## src/sv/spq_pkg.sv

```systemverilog
// Shared types and constants for the sorted priority queue.
// Used by spq_cell and sorted_priority_queue; depends on nothing else.
`default_nettype none

package spq_pkg;

  localparam int unsigned CAPACITY = 16;
  localparam int unsigned KEY_W    = 16;
  localparam int unsigned TAG_W    = 16;
  localparam int unsigned IDX_W    = $clog2(CAPACITY);
  localparam int unsigned CNT_W    = $clog2(CAPACITY + 1);
  localparam int unsigned KIND_W   = 3;
  localparam int unsigned POS_W    = 4;
  localparam int unsigned STAT_W   = 2;

  typedef enum logic [KIND_W-1:0] {
    KIND_OFFER     = 3'd0,
    KIND_POLL      = 3'd1,
    KIND_PEEK      = 3'd2,
    KIND_READ_AT   = 3'd3,
    KIND_REMOVE_MT = 3'd4,
    KIND_REMOVE_AT = 3'd5
  } kind_e;

  typedef enum logic [STAT_W-1:0] {
    STAT_OK    = 2'd0,
    STAT_EMPTY = 2'd1,
    STAT_FULL  = 2'd2
  } status_e;

  // Command broadcast to every cell of the row.
  typedef struct packed {
    logic             ins;  // insert new entry in order, shift tail right
    logic             del;  // close gap, shift tail left
    logic [KEY_W-1:0] key;
    logic [TAG_W-1:0] tag;
  } cell_cmd_t;

endpackage

`default_nettype wire

```

## src/sv/spq_cell.sv

```systemverilog
// One slot of the sorted entry row: holds a key and tag, moves them to or from neighbors.
// Depends on spq_pkg.
`default_nettype none

module spq_cell (
  input  wire logic                    clk_i,
  input  wire spq_pkg::cell_cmd_t      cmd_i,
  input  wire logic                    valid_i,
  input  wire logic                    kill_i,
  input  wire logic                    ins_in_i,
  output logic                         ins_out_o,
  input  wire logic                    del_in_i,
  output logic                         del_out_o,
  input  wire logic [spq_pkg::KEY_W-1:0] left_key_i,
  input  wire logic [spq_pkg::TAG_W-1:0] left_tag_i,
  input  wire logic [spq_pkg::KEY_W-1:0] right_key_i,
  input  wire logic [spq_pkg::TAG_W-1:0] right_tag_i,
  output logic [spq_pkg::KEY_W-1:0]    key_o,
  output logic [spq_pkg::TAG_W-1:0]    tag_o,
  output logic                         take_new_o,
  output logic                         match_o
);

  logic [spq_pkg::KEY_W-1:0] key_q, key_d;
  logic [spq_pkg::TAG_W-1:0] tag_q, tag_d;
  logic                      lt;

  // Entry stays ahead of a new one only if its key is strictly smaller.
  assign lt         = valid_i && (key_q < cmd_i.key);
  assign ins_out_o  = ins_in_i | ~lt;
  assign take_new_o = ~lt & ~ins_in_i;
  assign del_out_o  = del_in_i | kill_i;
  assign match_o    = valid_i && (tag_q == cmd_i.tag);

  always_comb begin
    key_d = key_q;
    tag_d = tag_q;
    if (cmd_i.ins) begin
      if (ins_in_i) begin
        key_d = left_key_i;
        tag_d = left_tag_i;
      end else if (!lt) begin
        key_d = cmd_i.key;
        tag_d = cmd_i.tag;
      end
    end else if (cmd_i.del && del_out_o) begin
      key_d = right_key_i;
      tag_d = right_tag_i;
    end
  end

  always_ff @(posedge clk_i) begin
    key_q <= key_d;
    tag_q <= tag_d;
  end

  assign key_o = key_q;
  assign tag_o = tag_q;

endmodule

`default_nettype wire

```

## src/sv/sorted_priority_queue.sv

```systemverilog
// Operations: offer, poll, peek, read_at, remove_at register their result in the cycle after the
//   input transfer; one such operation per cycle while the result side keeps taking.
// Remove_matching runs as a compaction pass: the cell row closes one matching
//   slot per cycle, then the count is reported.
// Reset: asynchronous, active low; clears occupancy, sequencer and output valid. Entry
//   storage keeps whatever it held and is only read below the occupancy count.
// Depends on spq_pkg and spq_cell.
`default_nettype none

module sorted_priority_queue (
  input  wire logic                       clk_i,
  input  wire logic                       rst_ni,
  input  wire logic                       in_valid_i,
  output logic                            in_ready_o,
  input  wire logic [spq_pkg::KIND_W-1:0] kind_i,
  input  wire logic [spq_pkg::KEY_W-1:0]  key_i,
  input  wire logic [spq_pkg::TAG_W-1:0]  tag_i,
  input  wire logic [spq_pkg::POS_W-1:0]  position_i,
  output logic                            out_valid_o,
  input  wire logic                       out_ready_i,
  output logic [spq_pkg::STAT_W-1:0]      status_o,
  output logic [spq_pkg::KEY_W-1:0]       out_key_o,
  output logic [spq_pkg::TAG_W-1:0]       out_tag_o,
  output logic [spq_pkg::CNT_W-1:0]       out_count_o,
  output logic [spq_pkg::CNT_W-1:0]       occupancy_o
);

  localparam int unsigned N = spq_pkg::CAPACITY;

  // Sequencer: idle takes operations; match runs the remove-matching compaction.
  typedef enum logic [1:0] {
    ST_IDLE  = 2'b01,
    ST_MATCH = 2'b10
  } state_e;

  state_e state_q, state_d;

  logic [spq_pkg::CNT_W-1:0] count_q, count_d;
  logic [spq_pkg::CNT_W-1:0] removed_q, removed_d;
  logic [spq_pkg::TAG_W-1:0] mtag_q, mtag_d;

  // Output register, parts the result side from the input side.
  logic                      out_valid_q, out_valid_d;
  logic [spq_pkg::STAT_W-1:0] status_q, status_d;
  logic [spq_pkg::KEY_W-1:0] okey_q, okey_d;
  logic [spq_pkg::TAG_W-1:0] otag_q, otag_d;
  logic [spq_pkg::CNT_W-1:0] ocount_q, ocount_d;
  logic [spq_pkg::CNT_W-1:0] occ_q, occ_d;
  logic                      load_out;

  logic in_xfer, out_xfer;

  // Cell row signals.
  spq_pkg::cell_cmd_t        cmd;
  logic [N-1:0]              valid, kill, take_new, match;
  logic [N:0]                ins_chain, del_chain;
  logic [spq_pkg::KEY_W-1:0] cell_key [N];
  logic [spq_pkg::TAG_W-1:0] cell_tag [N];

  logic                      del_sel;    // delete the slot addressed by sel_pos
  logic                      match_mode; // delete the first matching slot
  logic [spq_pkg::IDX_W-1:0] sel_pos;
  logic [spq_pkg::IDX_W-1:0] ins_pos;
  logic                      full, empty, pos_ok, any_match;
  logic [spq_pkg::IDX_W-1:0] rd_idx;

  assign in_ready_o = (state_q == ST_IDLE) && (!out_valid_q || out_ready_i);
  assign in_xfer    = in_valid_i && in_ready_o;
  assign out_xfer   = out_valid_q && out_ready_i;

  assign full      = (count_q == spq_pkg::CNT_W'(N));
  assign empty     = (count_q == '0);
  assign pos_ok    = ({1'b0, position_i} < count_q);
  assign any_match = |match;
  assign rd_idx    = position_i[spq_pkg::IDX_W-1:0];

  // Occupancy mask and the deletion origin for each slot.
  always_comb begin
    for (int i = 0; i < N; i++) begin
      valid[i] = (spq_pkg::CNT_W'(i) < count_q);
      kill[i]  = match_mode ? match[i] : (del_sel && (sel_pos == spq_pkg::IDX_W'(i)));
    end
  end

  // Encode the one-hot insert slot.
  always_comb begin
    ins_pos = '0;
    for (int i = 0; i < N; i++) begin
      if (take_new[i]) ins_pos = ins_pos | spq_pkg::IDX_W'(i);
    end
  end

  assign ins_chain[0] = 1'b0;
  assign del_chain[0] = 1'b0;

  for (genvar g = 0; g < N; g++) begin : g_cell
    logic [spq_pkg::KEY_W-1:0] lkey, rkey;
    logic [spq_pkg::TAG_W-1:0] ltag, rtag;

    if (g == 0) begin : g_head
      assign lkey = '0;
      assign ltag = '0;
    end else begin : g_mid
      assign lkey = cell_key[g-1];
      assign ltag = cell_tag[g-1];
    end

    if (g == N - 1) begin : g_tail
      assign rkey = '0;
      assign rtag = '0;
    end else begin : g_body
      assign rkey = cell_key[g+1];
      assign rtag = cell_tag[g+1];
    end

    spq_cell u_cell (
      .clk_i       (clk_i),
      .cmd_i       (cmd),
      .valid_i     (valid[g]),
      .kill_i      (kill[g]),
      .ins_in_i    (ins_chain[g]),
      .ins_out_o   (ins_chain[g+1]),
      .del_in_i    (del_chain[g]),
      .del_out_o   (del_chain[g+1]),
      .left_key_i  (lkey),
      .left_tag_i  (ltag),
      .right_key_i (rkey),
      .right_tag_i (rtag),
      .key_o       (cell_key[g]),
      .tag_o       (cell_tag[g]),
      .take_new_o  (take_new[g]),
      .match_o     (match[g])
    );
  end

  // Operation decode and sequencing.
  always_comb begin
    state_d    = state_q;
    count_d    = count_q;
    removed_d  = removed_q;
    mtag_d     = mtag_q;
    cmd.ins    = 1'b0;
    cmd.del    = 1'b0;
    cmd.key    = key_i;
    cmd.tag    = (state_q == ST_MATCH) ? mtag_q : tag_i;
    del_sel    = 1'b0;
    match_mode = 1'b0;
    sel_pos    = '0;
    load_out   = 1'b0;
    status_d   = spq_pkg::STAT_OK;
    okey_d     = '0;
    otag_d     = '0;
    ocount_d   = '0;

    unique case (state_q)
      ST_IDLE: begin
        if (in_xfer) begin
          unique case (spq_pkg::kind_e'(kind_i))
            spq_pkg::KIND_OFFER: begin
              load_out = 1'b1;
              if (full) begin
                status_d = spq_pkg::STAT_FULL;
              end else begin
                cmd.ins  = 1'b1;
                count_d  = count_q + 1'b1;
                ocount_d = spq_pkg::CNT_W'(ins_pos);
              end
            end
            spq_pkg::KIND_POLL, spq_pkg::KIND_PEEK: begin
              load_out = 1'b1;
              if (empty) begin
                status_d = spq_pkg::STAT_EMPTY;
              end else begin
                okey_d = cell_key[0];
                otag_d = cell_tag[0];
                if (spq_pkg::kind_e'(kind_i) == spq_pkg::KIND_POLL) begin
                  cmd.del = 1'b1;
                  del_sel = 1'b1;
                  count_d = count_q - 1'b1;
                end
              end
            end
            spq_pkg::KIND_READ_AT, spq_pkg::KIND_REMOVE_AT: begin
              load_out = 1'b1;
              if (!pos_ok) begin
                status_d = spq_pkg::STAT_EMPTY;
              end else begin
                okey_d = cell_key[rd_idx];
                otag_d = cell_tag[rd_idx];
                if (spq_pkg::kind_e'(kind_i) == spq_pkg::KIND_REMOVE_AT) begin
                  cmd.del = 1'b1;
                  del_sel = 1'b1;
                  sel_pos = rd_idx;
                  count_d = count_q - 1'b1;
                end
              end
            end
            spq_pkg::KIND_REMOVE_MT: begin
              // Hold the tag and start the compaction pass.
              mtag_d    = tag_i;
              removed_d = '0;
              state_d   = ST_MATCH;
            end
            default: begin
              load_out = 1'b1;
              status_d = spq_pkg::STAT_EMPTY;
            end
          endcase
        end
      end
      ST_MATCH: begin
        match_mode = 1'b1;
        if (any_match) begin
          // Drop the first matching slot; everything behind it advances.
          cmd.del   = 1'b1;
          count_d   = count_q - 1'b1;
          removed_d = removed_q + 1'b1;
        end else begin
          load_out = 1'b1;
          ocount_d = removed_q;
          state_d  = ST_IDLE;
        end
      end
      default: begin
        state_d = ST_IDLE;
      end
    endcase

    occ_d = count_d;

    out_valid_d = out_valid_q;
    if (out_xfer) out_valid_d = 1'b0;
    if (load_out) out_valid_d = 1'b1;
  end

  always_ff @(posedge clk_i or negedge rst_ni) begin
    if (!rst_ni) begin
      state_q     <= ST_IDLE;
      count_q     <= '0;
      out_valid_q <= 1'b0;
    end else begin
      state_q     <= state_d;
      count_q     <= count_d;
      out_valid_q <= out_valid_d;
    end
  end

  always_ff @(posedge clk_i) begin
    removed_q <= removed_d;
    mtag_q    <= mtag_d;
    if (load_out) begin
      status_q <= status_d;
      okey_q   <= okey_d;
      otag_q   <= otag_d;
      ocount_q <= ocount_d;
      occ_q    <= occ_d;
    end
  end

  assign out_valid_o = out_valid_q;
  assign status_o    = status_q;
  assign out_key_o   = okey_q;
  assign out_tag_o   = otag_q;
  assign out_count_o = ocount_q;
  assign occupancy_o = occ_q;

endmodule

`default_nettype wire
```

## config.mk

```make
export PLATFORM = sky130hd
export DESIGN_NAME = sorted_priority_queue
export DESIGN_NICKNAME = d
export VERILOG_FILES = /design/src/sv/spq_pkg.sv /design/src/sv/spq_cell.sv /design/src/sv/sorted_priority_queue.sv
export SDC_FILE = /design/constraint.sdc
export NUM_CORES = 2
export LEC_CHECK = 0
export BUFFER_PORTS_ARGS = -buffer_cell sky130_fd_sc_hd__buf_2
export CORE_MARGIN = 5
export CORE_UTILIZATION = 30
export CTS_BUF_LIST = sky130_fd_sc_hd__clkbuf_8
export DETAILED_ROUTE_END_ITERATION = 7
export HOLD_SLACK_MARGIN = 0.06
export SYNTH_ARGS = -nofsm -noshare
export SYNTH_HDL_FRONTEND = slang
export SYNTH_SLANG_ARGS = --single-unit
```

## constraint.sdc

```tcl
create_clock -name clk_i -period 6.5 [get_ports clk_i]
set_input_delay 0.975 -clock clk_i [delete_from_list [all_inputs] [get_ports clk_i]]
set_output_delay 0.975 -clock clk_i [all_outputs]
set_load 0.1 [all_outputs]
```

Word level (Yosys, flattened, before mapping)
Index checks and enable logic that the tools add are counted.

storage, ports and cells
  flip-flop bits (word level) = 585
  input port bits = 43
  output and inout port bits = 46
  logic and storage cells = 546

cells by class
  add/subtract/negate cells = 3
  magnitude comparators = 34
  equal/unequal tests = 59
  mux-type cells = 220
  bitwise logic cells = 75
  reduce and logical (&&, ||, !) cells = 113

operators by type and width
  kind                number
  $mux 16             134
  $eq 16x16->1        16
  $lt 16x16->1        16
  $bmux 16 s4         2
  $logic_and 1x1->1   67
  $mux 4              16
  $pmux 16 s2         2
  $mux 5              11
  $ne 3x2->1 const B  14
  $lt 4x5->1 const A  8
  $reduce_bool 2->1   18
  $mux 1              35
  $reduce_and 2->1    17
  $eq 4x4->1 const B  8
  $not 1->1           30
  $pmux 5 s2          3
  $or 1x1->1          29
  $lt 3x5->1 const A  4
  $eq 4x3->1 const B  4
  $reduce_or 16->1    1
  $and 1x1->1         15
  $pmux 5 s3          1
  $mux 2              7
  $mux 3              4
  29 further kinds    42

Longest topological paths before layout
  word-level depth = 27
  mapped depth = 17
  gate-level depth less buffers = 12

Cells and area by module
A second synthesis with hierarchy kept.

unflattened totals
  cells, all modules = 4190
  area, all modules = 43959.7 um^2

by module, submodules not included
  module                             instances  cells an instance  area each (um^2)  seq. area each (um^2)
  spq_cell at g_cell[10].u_cell ...  15         219                2227.1            960.9
  sorted_priority_queue              1          686                8338.0            2153.3
  spq_cell at g_cell[0].u_cell       1          219                2214.6            960.9

Worst setup path before layout
No wires, ideal clock.

  path type = flip-flop to flip-flop
  start = register state_q[0]
  end = register g_cell[1].u_cell.key_q, in the netlist g_cell[1].u_cell.key_o[0] (enable)
  setup time = 466 ps
  arrival time = 5384 ps
  data required time = 6034 ps
  setup slack = 651 ps
  stages on the path, launching flop included = 18
  path buffers = 5
  clock period less this slack = 5849 ps
  cells stage by stage = dfstp_2 inv_1 ha_1 buf_2 buf_2 mux2i_1 buf_4 buf_2 xnor2_1 nor3_1 nand4_1 nor3_1 nor4_1 nand4_1 and3_1 o21ai_0 buf_2 o21ai_0

between the ends
  cells in the longest elaborated chain, start to end = 12
  elaborated cells between the ends (all ways) = 58
  those cells by class = eq/ne (20); mux (12); bitwise (1); reduce/logical (25)

RTL lines
  item                                                              RTL line                      text
  start, declared                                                   sorted_priority_queue.sv:36   state_e state_q, state_d;
  start signal, assigned                                            sorted_priority_queue.sv:242  state_q <= state_d;
  parallel branches: the longest is 11 deep, another holds $mux 16  -
  $reduce_and 2->1 (no source line) (*)                             -
  end signal, assigned                                              spq_cell.sv:53                key_q <= key_d;
  end, declared                                                     spq_cell.sv:24                logic [spq_pkg::KEY_W-1:0] key_q, key_d;

Every way passes the cells marked *.
A chain may end at the register's enable or synchronous reset.

Worst setup path after layout
  start = register state_q[0]
  end = register g_cell[12].u_cell.key_q, in the netlist g_cell[12].u_cell.key_o[0] (enable)

between the ends
  cells in the longest elaborated chain, start to end = 23
  elaborated cells between the ends (all ways) = 102
  those cells by class = eq/ne (31); mux (23); bitwise (12); reduce/logical (36)

RTL lines
  item                                                  RTL line                                                   text
  $eq 2x1->1                                            sorted_priority_queue.sv:67, sorted_priority_queue.sv:155
  $logic_and 1x1->1                                     sorted_priority_queue.sv:67                                assign in_ready_o = (state_q == ST_IDLE) && (!out_valid_q || out_ready_i);
  $logic_and 1x1->1                                     sorted_priority_queue.sv:68                                assign in_xfer = in_valid_i && in_ready_o;
  $mux 4                                                sorted_priority_queue.sv:157                               if (in_xfer) begin
  $mux 4                                                sorted_priority_queue.sv:155                               unique case (state_q)
  $eq 4x1->1 / $logic_not 4->1 (equally long branches)  sorted_priority_queue.sv:81                                kill[i] = match_mode ? match[i] : (del_sel && (sel_pos == spq_pkg::IDX_W'(i)));
  $logic_and 1x1->1                                     sorted_priority_queue.sv:81
  $mux 1                                                sorted_priority_queue.sv:81
  $or 1x1->1 (12 in a row)                              spq_cell.sv:32                                             assign del_out_o = del_in_i | kill_i;
  $logic_and 1x1->1                                     spq_cell.sv:46                                             end else if (cmd_i.del && del_out_o) begin
  $reduce_bool 2->1 (no source line)                    -
  $reduce_and 2->1 (no source line) (*)                 -
  end signal, assigned                                  spq_cell.sv:53
  end, declared                                         spq_cell.sv:24

Mark *: on every way between the ends. The rest lies on a longest branch, timed or not.

==> flow_summary.ini <==
[outcome]
status = completed

[cts]
htree_num_levels = 3
clk_path_buf_depth = 3
numCtsBuffers = 100
clock_sinks = 585
cts_tree = built
root_buffer = clkbuf_8
ctsResizeCount = 0
clk_pin_slew_ns = 0.07
clock_latency_ns = 0.81
postCtsSetupBuffers = 0

[detailed_routing]
first_iter_violations = 5201
dr.pass1.iters = 6
drtAntennaViolNets = 0
wl_per_cell_um = 23.3
finalWirelength_mm = 146
routed_via_density = 5.60
vias = 35024
drc = 0

[floorplanning]
rows = 137
die_h_um = 384
die_area_mm2 = 0.148
coreArea_mm2 = 0.139
die_w_um = 384
initial_utilization_pct = 30.1
io-pin-count = 89

[global_route]
grt_first_pass_wirelength_mm = 216
antenna_found_initial = 18
grt_overflow = 0
grt_max_degree = 242
grt_usage_pct = 19.1
grt_pass1_vias = 32470

[power_and_ir_drop]
ir_drop_v = 0.000203
cellPowerDensity_mw_per_mm2 = 264
leakagePower_uw = 0.0171

[worst_setup_path]
cpMaxStageDelayCell = o21ai_4
endpoint_kind = flop
crit_path_cell_trace = inv_1 -> ha_4 -> mux2i_4 -> buf_4 -> xnor2_1 -> nor4_1 -> nand4_1 -> nor3_1 -> nor4_1 -> nand4_1 -> and3_1 -> o21ai_4 -> o21ai_4
critical_path_arrival_ns = 6.34
worst-path-max-fanout = 32
required_ns = 6.90
cp-start-kind = flop
slowest_delay_ns = 0.97
path_class = flop to flop

[logic_synthesis]
synth_cells = 4306
ys_async_sr_fraction_pct = 1.37
synth-seq-cells = 585
synth.area.top_cells = edfxtp_1, mux4_2, ha_1
synth_edf_count = 577
synth_area_per_cell_um2 = 9.76
ys_warn_count = 0
ys_seq_area_share_pct = 41.7
synth.largest_area_cell = edfxtp_1
synth_cell_types = 79
synth_top_area_share_pct = 41.2
synth_flop_cell = edfxtp_1
syn_nets = 4599
synthesis.area_mm2 = 0.0420

[timing]
worstMarginPinSlew_ns = 1.19
skew_ns = 0.0477
rsz0062_at_grt = no
drv_slew = 0
final_hold_viol_count = 0
layout_setup_ws_ns = 0.560
fin_crit_sh_pct = 91.4
tns_ns = 0
setup_violations = 0
min_period_ns = 5.94
fmax_mhz = 168
relSlewSlack_pct = 20.9

[cells_and_area]
mostFrequentLayoutCells = nand2_1, edfxtp_1, o21ai_0
layout-drive-gt1-share_pct = 13.8
layout.nets = 4575
synthToLayoutAreaGrowth_pct = 11.7
final_common_cell = nand2_1

[placement]
pre_cts_slack_ns = 0.627
hpwl_mm = 107
place_congestion = 0.945
port_buffers = 88

[worst_hold_path]
hp-class = input pin to flop

[run]
max_cap_violations = 0
-- routing by layer --
layer	GRT usage, %	part of all wire, %	vias up	wire, µm
met3	3.13	9.8	279	14300
li1	-	-	15939	-
met2	28.5	43	1919	63200
met5	0	0.033	-	48
met1	27.6	43	16879	62600
met4	7.49	3.9	8	5740
-- where the power goes --
part / leakage [µW] / total, µW / switching [µW] / internal (µW)
logic: 0.0106 / 4240 / 3060 / 1180
clock network: 0.00112 / 3340 / 1700 / 1640
registers: 0.00536 / 4800 / 240 / 4560
total: 0.0171 / 12400 / 5000 / 7380
-- path summary, 6_finish.rpt --
path                                              from                                    to  slack, ns  depth (start not counted)
worst max-delay path            state_q[0]$_DFFE_PN1P_  g_cell[12].u_cell.key_o[0]$_DFFE_PP_       0.56                         13
worst min-delay path                          tag_i[6]                   mtag_q[6]$_DFFE_PP_       0.40                          1
worst max register to register  state_q[0]$_DFFE_PN1P_  g_cell[12].u_cell.key_o[0]$_DFFE_PP_       0.56                         13
worst min register to register  state_q[0]$_DFFE_PN1P_                state_q[0]$_DFFE_PN1P_       0.57                          2
max in group asynchronous                       rst_ni                state_q[0]$_DFFE_PN1P_       5.58                          2
min in group asynchronous                       rst_ni                state_q[1]$_DFFE_PN0P_       0.62                          2
-- cell families (layout without fill, tap and decap cells) --
kind of cell	Yosys count	in the layout	synth area share [%]
and+or+nand+nor	1358	1358	14.0
AOI/OAI and AO/OA	1172	1172	15.9
DFF	585	585	41.7
buffers and inverters	386	449	3.71
muxes	293	293	11.8
xor gates and xnor gates	262	262	5.46
adders and majority gates	250	250	7.45
other	0	4	0
-- registers in the layout, summed over array words and instances (netlist names) --
register / count
status_o: 2
g_cell.u_cell.tag_o: 256
occupancy_o: 5
g_cell.u_cell.key_o: 256
out_tag_o: 16
out_count_o: 5
mtag_q: 16
count_q: 5
out_valid_o: 1
removed_q: 5
out_key_o: 16
state_q: 2
-- critical path: cells and delay by family (launching register included) --
kind            cells  cell delay (ns)
mux                 1             0.87
buf+inv             2             0.38
simple gates        6             1.83
xor+xnor            1             0.07
compound gates      2             1.19
fa+ha+maj           1             0.70
flops               1             0.37
-- Yosys cell counts, drive strengths merged, types with 7 or more instances --
library cell    n
a2111oi         7
a211oi         44
a21o           55
a21oi         373
a22oi          18
a31oi          29
and2           10
and3            8
buf            90
clkbuf        252
dfrtp           7
edfxtp        577
ha            250
inv            43
mux2           16
mux2i         117
mux4          160
nand2         639
nand2b         58
nand3          69
nand4          43
nor2          362
nor2b          17
nor3           66
nor4           58
o211ai         26
o21a           13
o21ai         511
o22ai          11
o311ai         18
o31ai          11
or3             7
xnor2         260
-- stage by stage --
stage | util, % | hold WS [ns] | area, µm² | power (µW) | cells
4_1_cts | 33.7 | 0.317 | 46900 | 12400 | 6245
5_1_grt | 33.7 | 0.354 | 46900 | 12900 | 6249
2_1_floorplan | - | 0.474 | 42000 | 7680 | 4306
3_5_place_dp | 32.3 | 0.558 | 45000 | 9040 | 6055
3_3_place_gp | 32.3 | 0.547 | 45000 | 8990 | 6055
6_report | 33.7 | 0.401 | 46900 | 12400 | 6249
-- cell type report --
type / count / area [µm²]
diodes: 4 / 10.0
inverters: 44 / 165
clock buffers: 109 / 1500
fillers: 13966 / 92400
clock inverters: 80 / 429
well taps: 1876 / 2350
multi-input cells: 3335 / 23400
repair buffers: 216 / 1550
flip-flops and latches: 585 / 17500
-- what timing repair did --
item / CTS / global route
setup endpoints to repair: 0 / 0
hold buffers: 1 / 0
hold endpoints to repair: 7 / 0
Note: power is estimated with default switching activity, not from simulation.
